## src/design/lfupr_pkg.sv

```systemverilog
// shared types and fixed widths for the lfu page replacement block
package lfupr_pkg;

   localparam int CFG_BITS         = 5;
   localparam int CFG_RESET        = 16;
   localparam int FRAME_INDEX_BITS = 4;
   localparam int LOAD_BITS        = 32;
   localparam int FAULT_BITS       = 32;

   typedef enum logic [1:0] {
      ST_IDLE,
      ST_SCAN,
      ST_UPDATE
   } state_type;

endpackage

```

## src/design/lfupr_if.sv

```systemverilog
// valid/ready channel interfaces for requests, responses and the csr write port
interface lfupr_req_if #(
   parameter int PAGE_BITS = 20
) ();
   logic                 valid;
   logic                 ready;
   logic [PAGE_BITS-1:0] page;

   modport source (output valid, output page, input ready);
   modport sink   (input valid, input page, output ready);
endinterface

interface lfupr_rsp_if import lfupr_pkg::*; #(
   parameter int PAGE_BITS = 20
) ();
   logic                        valid;
   logic                        ready;
   logic                        hit;
   logic [FRAME_INDEX_BITS-1:0] frame_index;
   logic                        evicted_valid;
   logic [PAGE_BITS-1:0]        evicted_page;
   logic [FAULT_BITS-1:0]       fault_count;

   modport source (output valid, output hit, output frame_index, output evicted_valid,
                   output evicted_page, output fault_count, input ready);
   modport sink   (input valid, input hit, input frame_index, input evicted_valid,
                   input evicted_page, input fault_count, output ready);
endinterface

interface lfupr_csr_if import lfupr_pkg::*; ();
   logic                valid;
   logic                ready;
   logic [CFG_BITS-1:0] data;

   modport source (output valid, output data, input ready);
   modport sink   (input valid, input data, output ready);
endinterface

```

## src/design/lfupr_frame_ram.sv

```systemverilog
// single write port frame store with registered read
module lfupr_frame_ram #(
   parameter int DEPTH     = 16,
   parameter int ADDR_BITS = 4,
   parameter int WIDTH     = 68
) (
   input  logic                 clock,
   input  logic                 wr_en,
   input  logic [ADDR_BITS-1:0] wr_addr,
   input  logic [WIDTH-1:0]     wr_data,
   input  logic                 rd_en,
   input  logic [ADDR_BITS-1:0] rd_addr,
   output logic [WIDTH-1:0]     rd_data
);

   logic [WIDTH-1:0] mem [DEPTH];
   logic [WIDTH-1:0] rd_data_ff;

   always_ff @(posedge clock) begin
      if (wr_en) begin
         mem[wr_addr] <= wr_data;
      end
   end

   always_ff @(posedge clock) begin
      if (rd_en) begin
         rd_data_ff <= mem[rd_addr];
      end
   end

   assign rd_data = rd_data_ff;

endmodule

```

## src/design/lfu_page_replacement.sv

```systemverilog
// lfu page replacement: one frame scanned per cycle through a shared compare unit
// steps: accept (frame 0 read), scan of the n active frames, update of the frame store
// requests wait for idle after the last update; one store read port paces the scan
// the response waits in an output register, so the next request may start meanwhile
// reset (synchronous, active high): all frames invalid, counters zero, 16 frames active
// no clearing pass: frame valid bits sit in flip-flops and reset clears them at once
module lfu_page_replacement import lfupr_pkg::*; #(
   parameter int FRAMES     = 16,
   parameter int PAGE_BITS  = 20,
   parameter int COUNT_BITS = 16
) (
   input logic        clock,
   input logic        reset,
   lfupr_req_if.sink  req_chan,
   lfupr_rsp_if.source rsp_chan,
   lfupr_csr_if.sink  csr_chan
);

   localparam int IDX_BITS   = (FRAMES > 1) ? $clog2(FRAMES) : 1;
   localparam int N_BITS     = $clog2(FRAMES + 1);
   localparam int ENTRY_BITS = PAGE_BITS + COUNT_BITS + LOAD_BITS;

   // control state
   state_type           state_ff, state_in;
   logic [CFG_BITS-1:0] frames_in_use_ff, frames_in_use_in;
   logic [FRAMES-1:0]   valid_ff, valid_in;
   logic [LOAD_BITS-1:0]  ref_idx_ff, ref_idx_in;
   logic [FAULT_BITS-1:0] faults_ff, faults_in;
   logic                cmp_vld_ff, cmp_vld_in;
   logic                rsp_valid_ff, rsp_valid_in;

   // scan bookkeeping
   logic [N_BITS-1:0]    n_ff, n_in;
   logic [N_BITS-1:0]    rd_idx_ff, rd_idx_in;
   logic [IDX_BITS-1:0]  cmp_idx_ff, cmp_idx_in;
   logic [PAGE_BITS-1:0] pg_ff, pg_in;

   // hit tracker
   logic                  found_ff, found_in;
   logic [IDX_BITS-1:0]   hit_idx_ff, hit_idx_in;
   logic [COUNT_BITS-1:0] hit_cnt_ff, hit_cnt_in;
   logic [LOAD_BITS-1:0]  hit_load_ff, hit_load_in;

   // victim tracker
   logic                  empty_ff, empty_in;
   logic                  have_ff, have_in;
   logic [IDX_BITS-1:0]   vic_idx_ff, vic_idx_in;
   logic [COUNT_BITS-1:0] vic_cnt_ff, vic_cnt_in;
   logic [LOAD_BITS-1:0]  vic_load_ff, vic_load_in;
   logic [PAGE_BITS-1:0]  vic_page_ff, vic_page_in;

   // response register
   logic                        rsp_hit_ff, rsp_hit_in;
   logic [FRAME_INDEX_BITS-1:0] rsp_idx_ff, rsp_idx_in;
   logic                        rsp_ev_valid_ff, rsp_ev_valid_in;
   logic [PAGE_BITS-1:0]        rsp_ev_page_ff, rsp_ev_page_in;
   logic [FAULT_BITS-1:0]       rsp_faults_ff, rsp_faults_in;

   // frame store port
   logic                  wr_en;
   logic [IDX_BITS-1:0]   wr_addr;
   logic [ENTRY_BITS-1:0] wr_data;
   logic                  rd_en;
   logic [IDX_BITS-1:0]   rd_addr;
   logic [ENTRY_BITS-1:0] rd_data;

   logic [PAGE_BITS-1:0]  rd_page;
   logic [COUNT_BITS-1:0] rd_count;
   logic [LOAD_BITS-1:0]  rd_load;
   logic                  rd_frame_valid;
   logic [N_BITS-1:0]     n_eff;
   logic                  req_go;
   logic                  last_cmp;
   logic                  out_free;

   lfupr_frame_ram #(
      .DEPTH     (FRAMES),
      .ADDR_BITS (IDX_BITS),
      .WIDTH     (ENTRY_BITS)
   ) u_frame_ram (
      .clock   (clock),
      .wr_en   (wr_en),
      .wr_addr (wr_addr),
      .wr_data (wr_data),
      .rd_en   (rd_en),
      .rd_addr (rd_addr),
      .rd_data (rd_data)
   );

   assign rd_page  = rd_data[ENTRY_BITS-1 -: PAGE_BITS];
   assign rd_count = rd_data[LOAD_BITS +: COUNT_BITS];
   assign rd_load  = rd_data[LOAD_BITS-1:0];
   assign rd_frame_valid = valid_ff[cmp_idx_ff];

   // zero acts as one frame, anything above the store acts as the whole store
   always_comb begin
      if (frames_in_use_ff == '0) begin
         n_eff = N_BITS'(1);
      end else if (32'(frames_in_use_ff) > 32'(FRAMES)) begin
         n_eff = N_BITS'(FRAMES);
      end else begin
         n_eff = N_BITS'(frames_in_use_ff);
      end
   end

   assign req_chan.ready = (state_ff == ST_IDLE);
   assign csr_chan.ready = 1'b1;
   assign req_go   = req_chan.valid && (state_ff == ST_IDLE);
   assign last_cmp = cmp_vld_ff && ((N_BITS'(cmp_idx_ff) + N_BITS'(1)) == n_ff);
   // output register can take a new response this cycle
   assign out_free = !rsp_valid_ff || rsp_chan.ready;

   always_comb begin
      state_in         = state_ff;
      frames_in_use_in = frames_in_use_ff;
      valid_in         = valid_ff;
      ref_idx_in       = ref_idx_ff;
      faults_in        = faults_ff;
      cmp_vld_in       = 1'b0;
      rsp_valid_in     = rsp_valid_ff && !rsp_chan.ready;

      n_in       = n_ff;
      rd_idx_in  = rd_idx_ff;
      cmp_idx_in = cmp_idx_ff;
      pg_in      = pg_ff;

      found_in    = found_ff;
      hit_idx_in  = hit_idx_ff;
      hit_cnt_in  = hit_cnt_ff;
      hit_load_in = hit_load_ff;
      empty_in    = empty_ff;
      have_in     = have_ff;
      vic_idx_in  = vic_idx_ff;
      vic_cnt_in  = vic_cnt_ff;
      vic_load_in = vic_load_ff;
      vic_page_in = vic_page_ff;

      rsp_hit_in      = rsp_hit_ff;
      rsp_idx_in      = rsp_idx_ff;
      rsp_ev_valid_in = rsp_ev_valid_ff;
      rsp_ev_page_in  = rsp_ev_page_ff;
      rsp_faults_in   = rsp_faults_ff;

      wr_en   = 1'b0;
      wr_addr = hit_idx_ff;
      wr_data = {pg_ff, hit_cnt_ff, hit_load_ff};
      rd_en   = 1'b0;
      rd_addr = rd_idx_ff[IDX_BITS-1:0];

      // csr writes land at once; the frame count is only sampled into n at accept
      if (csr_chan.valid) begin
         frames_in_use_in = csr_chan.data;
      end

      // shared compare unit: one frame per cycle, on the data read in the cycle before
      if (cmp_vld_ff) begin
         if (rd_frame_valid && (rd_page == pg_ff) && !found_ff) begin
            found_in    = 1'b1;
            hit_idx_in  = cmp_idx_ff;
            hit_cnt_in  = rd_count;
            hit_load_in = rd_load;
         end
         if (!rd_frame_valid) begin
            // first empty frame wins outright
            if (!empty_ff) begin
               empty_in   = 1'b1;
               have_in    = 1'b1;
               vic_idx_in = cmp_idx_ff;
            end
         end else if (!empty_ff && (!have_ff || (rd_count < vic_cnt_ff) ||
                      ((rd_count == vic_cnt_ff) && (rd_load < vic_load_ff)))) begin
            have_in     = 1'b1;
            vic_idx_in  = cmp_idx_ff;
            vic_cnt_in  = rd_count;
            vic_load_in = rd_load;
            vic_page_in = rd_page;
         end
      end

      unique case (state_ff)
         ST_IDLE: begin
            if (req_go) begin
               // frame 0 is read in the accept cycle
               pg_in      = req_chan.page;
               n_in       = n_eff;
               rd_en      = 1'b1;
               rd_addr    = '0;
               rd_idx_in  = N_BITS'(1);
               cmp_vld_in = 1'b1;
               cmp_idx_in = '0;
               found_in   = 1'b0;
               empty_in   = 1'b0;
               have_in    = 1'b0;
               state_in   = ST_SCAN;
            end
         end
         ST_SCAN: begin
            if (rd_idx_ff < n_ff) begin
               rd_en      = 1'b1;
               rd_addr    = rd_idx_ff[IDX_BITS-1:0];
               rd_idx_in  = rd_idx_ff + N_BITS'(1);
               cmp_vld_in = 1'b1;
               cmp_idx_in = rd_idx_ff[IDX_BITS-1:0];
            end
            if (last_cmp) begin
               state_in = ST_UPDATE;
            end
         end
         ST_UPDATE: begin
            if (out_free) begin
               wr_en = 1'b1;
               if (found_ff) begin
                  // hit: bump use count, saturating
                  wr_addr = hit_idx_ff;
                  wr_data = {pg_ff,
                             (hit_cnt_ff == '1) ? hit_cnt_ff : hit_cnt_ff + COUNT_BITS'(1),
                             hit_load_ff};
                  rsp_idx_in      = FRAME_INDEX_BITS'(hit_idx_ff);
                  rsp_ev_valid_in = 1'b0;
                  rsp_ev_page_in  = '0;
                  rsp_faults_in   = faults_ff;
               end else begin
                  // fault: load the new page with count one and the current reference index
                  wr_addr = vic_idx_ff;
                  wr_data = {pg_ff, COUNT_BITS'(1), ref_idx_ff};
                  valid_in[vic_idx_ff] = 1'b1;
                  faults_in = (faults_ff == '1) ? faults_ff : faults_ff + FAULT_BITS'(1);
                  rsp_idx_in      = FRAME_INDEX_BITS'(vic_idx_ff);
                  rsp_ev_valid_in = !empty_ff;
                  rsp_ev_page_in  = empty_ff ? '0 : vic_page_ff;
                  rsp_faults_in   = faults_in;
               end
               rsp_hit_in   = found_ff;
               rsp_valid_in = 1'b1;
               ref_idx_in   = (ref_idx_ff == '1) ? ref_idx_ff : ref_idx_ff + LOAD_BITS'(1);
               state_in     = ST_IDLE;
            end
         end
         default: begin
            state_in = ST_IDLE;
         end
      endcase
   end

   // control registers
   always_ff @(posedge clock) begin
      if (reset) begin
         state_ff         <= ST_IDLE;
         frames_in_use_ff <= CFG_BITS'(CFG_RESET);
         valid_ff         <= '0;
         ref_idx_ff       <= '0;
         faults_ff        <= '0;
         cmp_vld_ff       <= 1'b0;
         rsp_valid_ff     <= 1'b0;
      end else begin
         state_ff         <= state_in;
         frames_in_use_ff <= frames_in_use_in;
         valid_ff         <= valid_in;
         ref_idx_ff       <= ref_idx_in;
         faults_ff        <= faults_in;
         cmp_vld_ff       <= cmp_vld_in;
         rsp_valid_ff     <= rsp_valid_in;
      end
   end

   // payload registers, set up at accept before they are read
   always_ff @(posedge clock) begin
      n_ff            <= n_in;
      rd_idx_ff       <= rd_idx_in;
      cmp_idx_ff      <= cmp_idx_in;
      pg_ff           <= pg_in;
      found_ff        <= found_in;
      hit_idx_ff      <= hit_idx_in;
      hit_cnt_ff      <= hit_cnt_in;
      hit_load_ff     <= hit_load_in;
      empty_ff        <= empty_in;
      have_ff         <= have_in;
      vic_idx_ff      <= vic_idx_in;
      vic_cnt_ff      <= vic_cnt_in;
      vic_load_ff     <= vic_load_in;
      vic_page_ff     <= vic_page_in;
      rsp_hit_ff      <= rsp_hit_in;
      rsp_idx_ff      <= rsp_idx_in;
      rsp_ev_valid_ff <= rsp_ev_valid_in;
      rsp_ev_page_ff  <= rsp_ev_page_in;
      rsp_faults_ff   <= rsp_faults_in;
   end

   assign rsp_chan.valid         = rsp_valid_ff;
   assign rsp_chan.hit           = rsp_hit_ff;
   assign rsp_chan.frame_index   = rsp_idx_ff;
   assign rsp_chan.evicted_valid = rsp_ev_valid_ff;
   assign rsp_chan.evicted_page  = rsp_ev_page_ff;
   assign rsp_chan.fault_count   = rsp_faults_ff;

endmodule
```

## src/flat_wrapper.sv

```systemverilog
// flat-port wrapper written by rule: the top's interface ports become plain ports
module lfu_page_replacement_flat import lfupr_pkg::*;
#(
   parameter int FRAMES     = 16,
   parameter int PAGE_BITS  = 20,
   parameter int COUNT_BITS = 16
)
  (clock, reset, req_chan_valid, req_chan_page, req_chan_ready, rsp_chan_valid, rsp_chan_hit, rsp_chan_frame_index, rsp_chan_evicted_valid, rsp_chan_evicted_page, rsp_chan_fault_count, rsp_chan_ready, csr_chan_valid, csr_chan_data, csr_chan_ready);
  lfupr_req_if #(.PAGE_BITS(PAGE_BITS)) req_chan_i ();
  lfupr_rsp_if #(.PAGE_BITS(PAGE_BITS)) rsp_chan_i ();
  lfupr_csr_if csr_chan_i ();
  input logic clock;
  input logic reset;
  input wire logic [$bits(req_chan_i.valid)-1:0] req_chan_valid;
  input wire logic [$bits(req_chan_i.page)-1:0] req_chan_page;
  output wire logic [$bits(req_chan_i.ready)-1:0] req_chan_ready;
  output wire logic [$bits(rsp_chan_i.valid)-1:0] rsp_chan_valid;
  output wire logic [$bits(rsp_chan_i.hit)-1:0] rsp_chan_hit;
  output wire logic [$bits(rsp_chan_i.frame_index)-1:0] rsp_chan_frame_index;
  output wire logic [$bits(rsp_chan_i.evicted_valid)-1:0] rsp_chan_evicted_valid;
  output wire logic [$bits(rsp_chan_i.evicted_page)-1:0] rsp_chan_evicted_page;
  output wire logic [$bits(rsp_chan_i.fault_count)-1:0] rsp_chan_fault_count;
  input wire logic [$bits(rsp_chan_i.ready)-1:0] rsp_chan_ready;
  input wire logic [$bits(csr_chan_i.valid)-1:0] csr_chan_valid;
  input wire logic [$bits(csr_chan_i.data)-1:0] csr_chan_data;
  output wire logic [$bits(csr_chan_i.ready)-1:0] csr_chan_ready;
  assign req_chan_i.valid = req_chan_valid;
  assign req_chan_i.page = req_chan_page;
  assign req_chan_ready = req_chan_i.ready;
  assign rsp_chan_valid = rsp_chan_i.valid;
  assign rsp_chan_hit = rsp_chan_i.hit;
  assign rsp_chan_frame_index = rsp_chan_i.frame_index;
  assign rsp_chan_evicted_valid = rsp_chan_i.evicted_valid;
  assign rsp_chan_evicted_page = rsp_chan_i.evicted_page;
  assign rsp_chan_fault_count = rsp_chan_i.fault_count;
  assign rsp_chan_i.ready = rsp_chan_ready;
  assign csr_chan_i.valid = csr_chan_valid;
  assign csr_chan_i.data = csr_chan_data;
  assign csr_chan_ready = csr_chan_i.ready;
  lfu_page_replacement #(.FRAMES(FRAMES), .PAGE_BITS(PAGE_BITS), .COUNT_BITS(COUNT_BITS)) u_core (.clock(clock), .reset(reset), .req_chan(req_chan_i), .rsp_chan(rsp_chan_i), .csr_chan(csr_chan_i));
endmodule
```

## config.mk

```make
export PLATFORM = sky130hd
export DESIGN_NAME = lfu_page_replacement_flat
export DESIGN_NICKNAME = d
export VERILOG_FILES = /design/src/design/lfupr_pkg.sv /design/src/design/lfupr_if.sv /design/src/design/lfupr_frame_ram.sv /design/src/design/lfu_page_replacement.sv /design/src/flat_wrapper.sv
export SDC_FILE = /design/constraint.sdc
export NUM_CORES = 2
export LEC_CHECK = 0
export ABC_CLOCK_PERIOD_IN_PS = 12600
export BUFFER_PORTS_ARGS = -buffer_cell sky130_fd_sc_hd__buf_2
export CORE_MARGIN = 2
export CORE_UTILIZATION = 30
export CTS_CLUSTER_SIZE = 25
export DETAILED_ROUTE_END_ITERATION = 8
export PLACE_DENSITY = 0.47
export SLEW_MARGIN = 15
export SYNTH_ARGS = -nofsm -noshare
export SYNTH_HDL_FRONTEND = slang
export SYNTH_SLANG_ARGS = --single-unit
export TNS_END_PERCENT = 10
```

## constraint.sdc

```tcl
create_clock -name clock -period 12.6 [get_ports clock]
set_clock_uncertainty 0.05 [all_clocks]
set_input_delay 1.89 -clock clock [delete_from_list [all_inputs] [get_ports clock]]
set_output_delay 1.89 -clock clock [all_outputs]
set_load 0.03 [all_outputs]
```

==> flow_summary.toml <==
[yosys]
ys_async_sr_fraction = 0
yosysTopAreaCellShare = 0.7006
syn_inst = 3775
yosys_warnings = 0
syn-num-nets = 3863
synth.largest_area_cell = "edfxtp_1"
synthTopCellsByArea = "edfxtp_1 (70%), mux2i_1 (4.8%), dfxtp_1 (3.1%)"
syn-cell-area_um2 = 58810
synth_flop_cell = "edfxtp_1"
ys_types = 64
seq_area_frac_synth = 0.7319
syn_avg_cell_area_um2 = 15.58
ys_ff_latch = 1464
synth-edff-count = 1372

[clock_network]
clk_path_buf_depth = 3
postCtsResizedCells = 0
clk_pin_slew_ns = 0.06
cts_setup_buffers = 0
clk_latency_ns = 0.81
clock_sinks = 1464
cts_buffers = 161
postCtsHoldBufs = 0
cts.htree.levels = 4
cts_root_buf = "clkbuf_16"
cts_tree = "done"

[power_and_ir_drop]
clockPowerShare = 0.419
leakagePower_nw = 22.68
power_frac_seq = 0.513
p_int_w = 0.008210
p_switching_w = 0.002468
p_sw_frac = 0.2311
irDropWorstVdd_mv = 0.1413
power_frac_comb = 0.068
powerDensity_nw_per_um2 = 158.6

[global_route]
grt_max_degree = 152
antenna_found_initial = 2
grt_pass1_wl_mm = 221.8
grt.overflow.total = 0
grt_pass1_vias = 31723
track_usage = 0.1503

[timing]
tightest_slew_ns = 1.139
rsz0062_at_grt = "no"
relSlewSlack = 0.2408
final_hold_viol_count = 0
setup_viol = 0
tns_ns = 0
finalCritPeriodShare = 0.4150
max_freq_ghz = 0.1912
finalMaxSlewViolations = 0
fin_crit_ns = 5.229

[setup_path]
arrival_ns = 5.82
worstSetupStartpointType = "primary input"
cp_max_fo = 85
reg2reg_slack_ns = 8.14
critical_path_class = "in -> reg"
cp.required_ns = 13.19
cp-end-kind = "register"

[die]
die_w_um = 446.8
initial_utilization = 0.3019
io_pins = 91
die_y_um = 446.8
core_um2 = 194800
die_area_um2 = 199600
rows = 162

[layout]
most-common-layout-cells = "edfxtp_1 (1,372), nand2_1 (434), mux2i_1 (281)"
nNetsFinal = 3984
drive_gt1_frac = 0.1267
area_delta_synth_final_pct = 14.50
stdcell_area_um2 = 67340
layout_commonest_cell = "edfxtp_1"

[job]
drv_cap = 0

[routing]
num_vias = 32017
wl_per_cell_um = 22.63
first_iter_violations = 2494
viasPerCell = 4.813
remaining_drc_errors = 0
firstDrtPassIters = 5
postRouteAntennaNets = 0
routed_wl_mm = 150.5

[placed_design]
portBuffers = 89
hpwl_mm = 80.60
place_area_um2 = 62350
routabilityCongestion = 0.7351

[run_status]
outcome = "finished clean"

[min_path]
hold_class = "reg -> reg"
## synthesized netlist by cell type, types with 4 or more instances
master	number
edfxtp_1	1372
nand2_1	438
mux2i_1	281
a211oi_1	207
nor2b_1	147
clkbuf_1	137
nor2_1	134
a21oi_1	117
dfxtp_1	92
a31oi_1	80
mux4_2	72
inv_1	71
a311oi_1	69
xnor2_1	59
ha_1	58
xor2_1	53
buf_2	50
nand3_1	42
and2_1	34
nand4_1	31
nor4_1	28
o21ai_0	28
nor3_1	25
and3_1	12
and4_1	12
buf_6	11
or3_1	10
or4_1	10
buf_1	8
o211ai_1	8
nand2b_1	7
nor4b_1	6
o31ai_1	6
buf_8	5
mux2_2	5
a21boi_0	4
a21o_1	4
buf_4	4
## logic make-up (layout without fill, tap and decap cells)
| family | Yosys count | in the layout | synth area share |
|---|---|---|---|
| muxes | 358 | 358 | 0.07636 |
| DFF | 1464 | 1464 | 0.7319 |
| adders and majority gates | 58 | 58 | 0.01234 |
| buffers and inverters | 289 | 540 | 0.02223 |
| other | 1 | 3 | 0.00006377 |
| AOI/OAI and AO/OA | 539 | 539 | 0.06266 |
| and+or+nand+nor | 954 | 954 | 0.07778 |
| xor gates and xnor gates | 112 | 112 | 0.01668 |
## state kept, by name (all words and copies together) (netlist names), 5 cells and up
name / count
u_core.ref_idx_ff: 32
u_core.vic_page_ff: 20
u_core.vic_load_ff: 32
u_core.faults_ff: 32
u_core.rsp_chan.evicted_page: 20
u_core.vic_cnt_ff: 16
u_core.u_frame_ram.mem: 1088
u_core.rsp_chan.fault_count: 32
u_core.n_ff: 5
u_core.valid_ff: 16
u_core.rd_idx_ff: 5
u_core.frames_in_use_ff: 5
u_core.hit_load_ff: 32
u_core.pg_ff: 20
u_core.hit_cnt_ff: 16
u_core.u_frame_ram.rd_data: 68
## worst max-delay path: stages
cell and delay, ns:
buf_2 0.07, or3b_1 0.64, nand2_8 0.76, buf_4 0.75
buf_4 0.75, mux2i_1 0.17, mux4_2 0.49, a21oi_1 0.18
## final timing paths
kind                                                     start                              to  cells after the start
worst min-delay path            u_core.u_frame_ram.rd_data[63]          u_core.vic_page_ff[15]                      0
worst min register to register  u_core.u_frame_ram.rd_data[63]          u_core.vic_page_ff[15]                      0
worst max-delay path                            req_chan_valid  u_core.u_frame_ram.rd_data[52]                      8
worst max register to register              u_core.state_ff[1]  u_core.u_frame_ram.rd_data[52]                      7
## final cells by class
class                           count  area (um2)
Multi-Input combinational cell   2022       14640
Clock inverter                     82       624.3
Tap cell                         2624        3283
Sequential cell                  1464       43040
Clock buffer                      211        4352
Inverter                           71       269.0
Timing Repair Buffer              176        1126
Fill cell                       18654      127500
Antenna cell                        2       5.005
## through the flow
stage | instances | utilization | hold WS [ns] | total power (W) | worst slack (ns)
floorplan | 3775 | - | 0.3564 | 0.006061 | 2.815
global placement | 6357 | 0.3201 | 0.3980 | 0.006322 | 6.557
detailed placement | 6357 | 0.3201 | 0.4065 | 0.006323 | 6.555
CTS | 6650 | 0.3456 | 0.4134 | 0.01082 | 7.427
global route | 6651 | 0.3457 | 0.4227 | 0.01108 | 7.141
finish | 6652 | 0.3457 | 0.4088 | 0.01068 | 7.371
## power groups by stage
stage                     Combinational (W)  Clock, W  Sequential, W
final                              0.000725   0.00447        0.00548
after global routing               0.000807   0.00478        0.00549
after CTS                          0.000740   0.00460        0.00548
after detailed placement           0.000738         0        0.00558
after global placement             0.000736         0        0.00559
after floorplan                    0.000532         0        0.00553
## layer usage
metal	routed length [um]	up-vias	GRT usage
met1	69720	16442	0.2071
li1	-	14767	-
met5	0	-	0
met4	2712	0	0.03723
met3	6522	172	0.02567
met2	71570	636	0.2457
No activity file was read; power rests on OpenSTA's default activity.
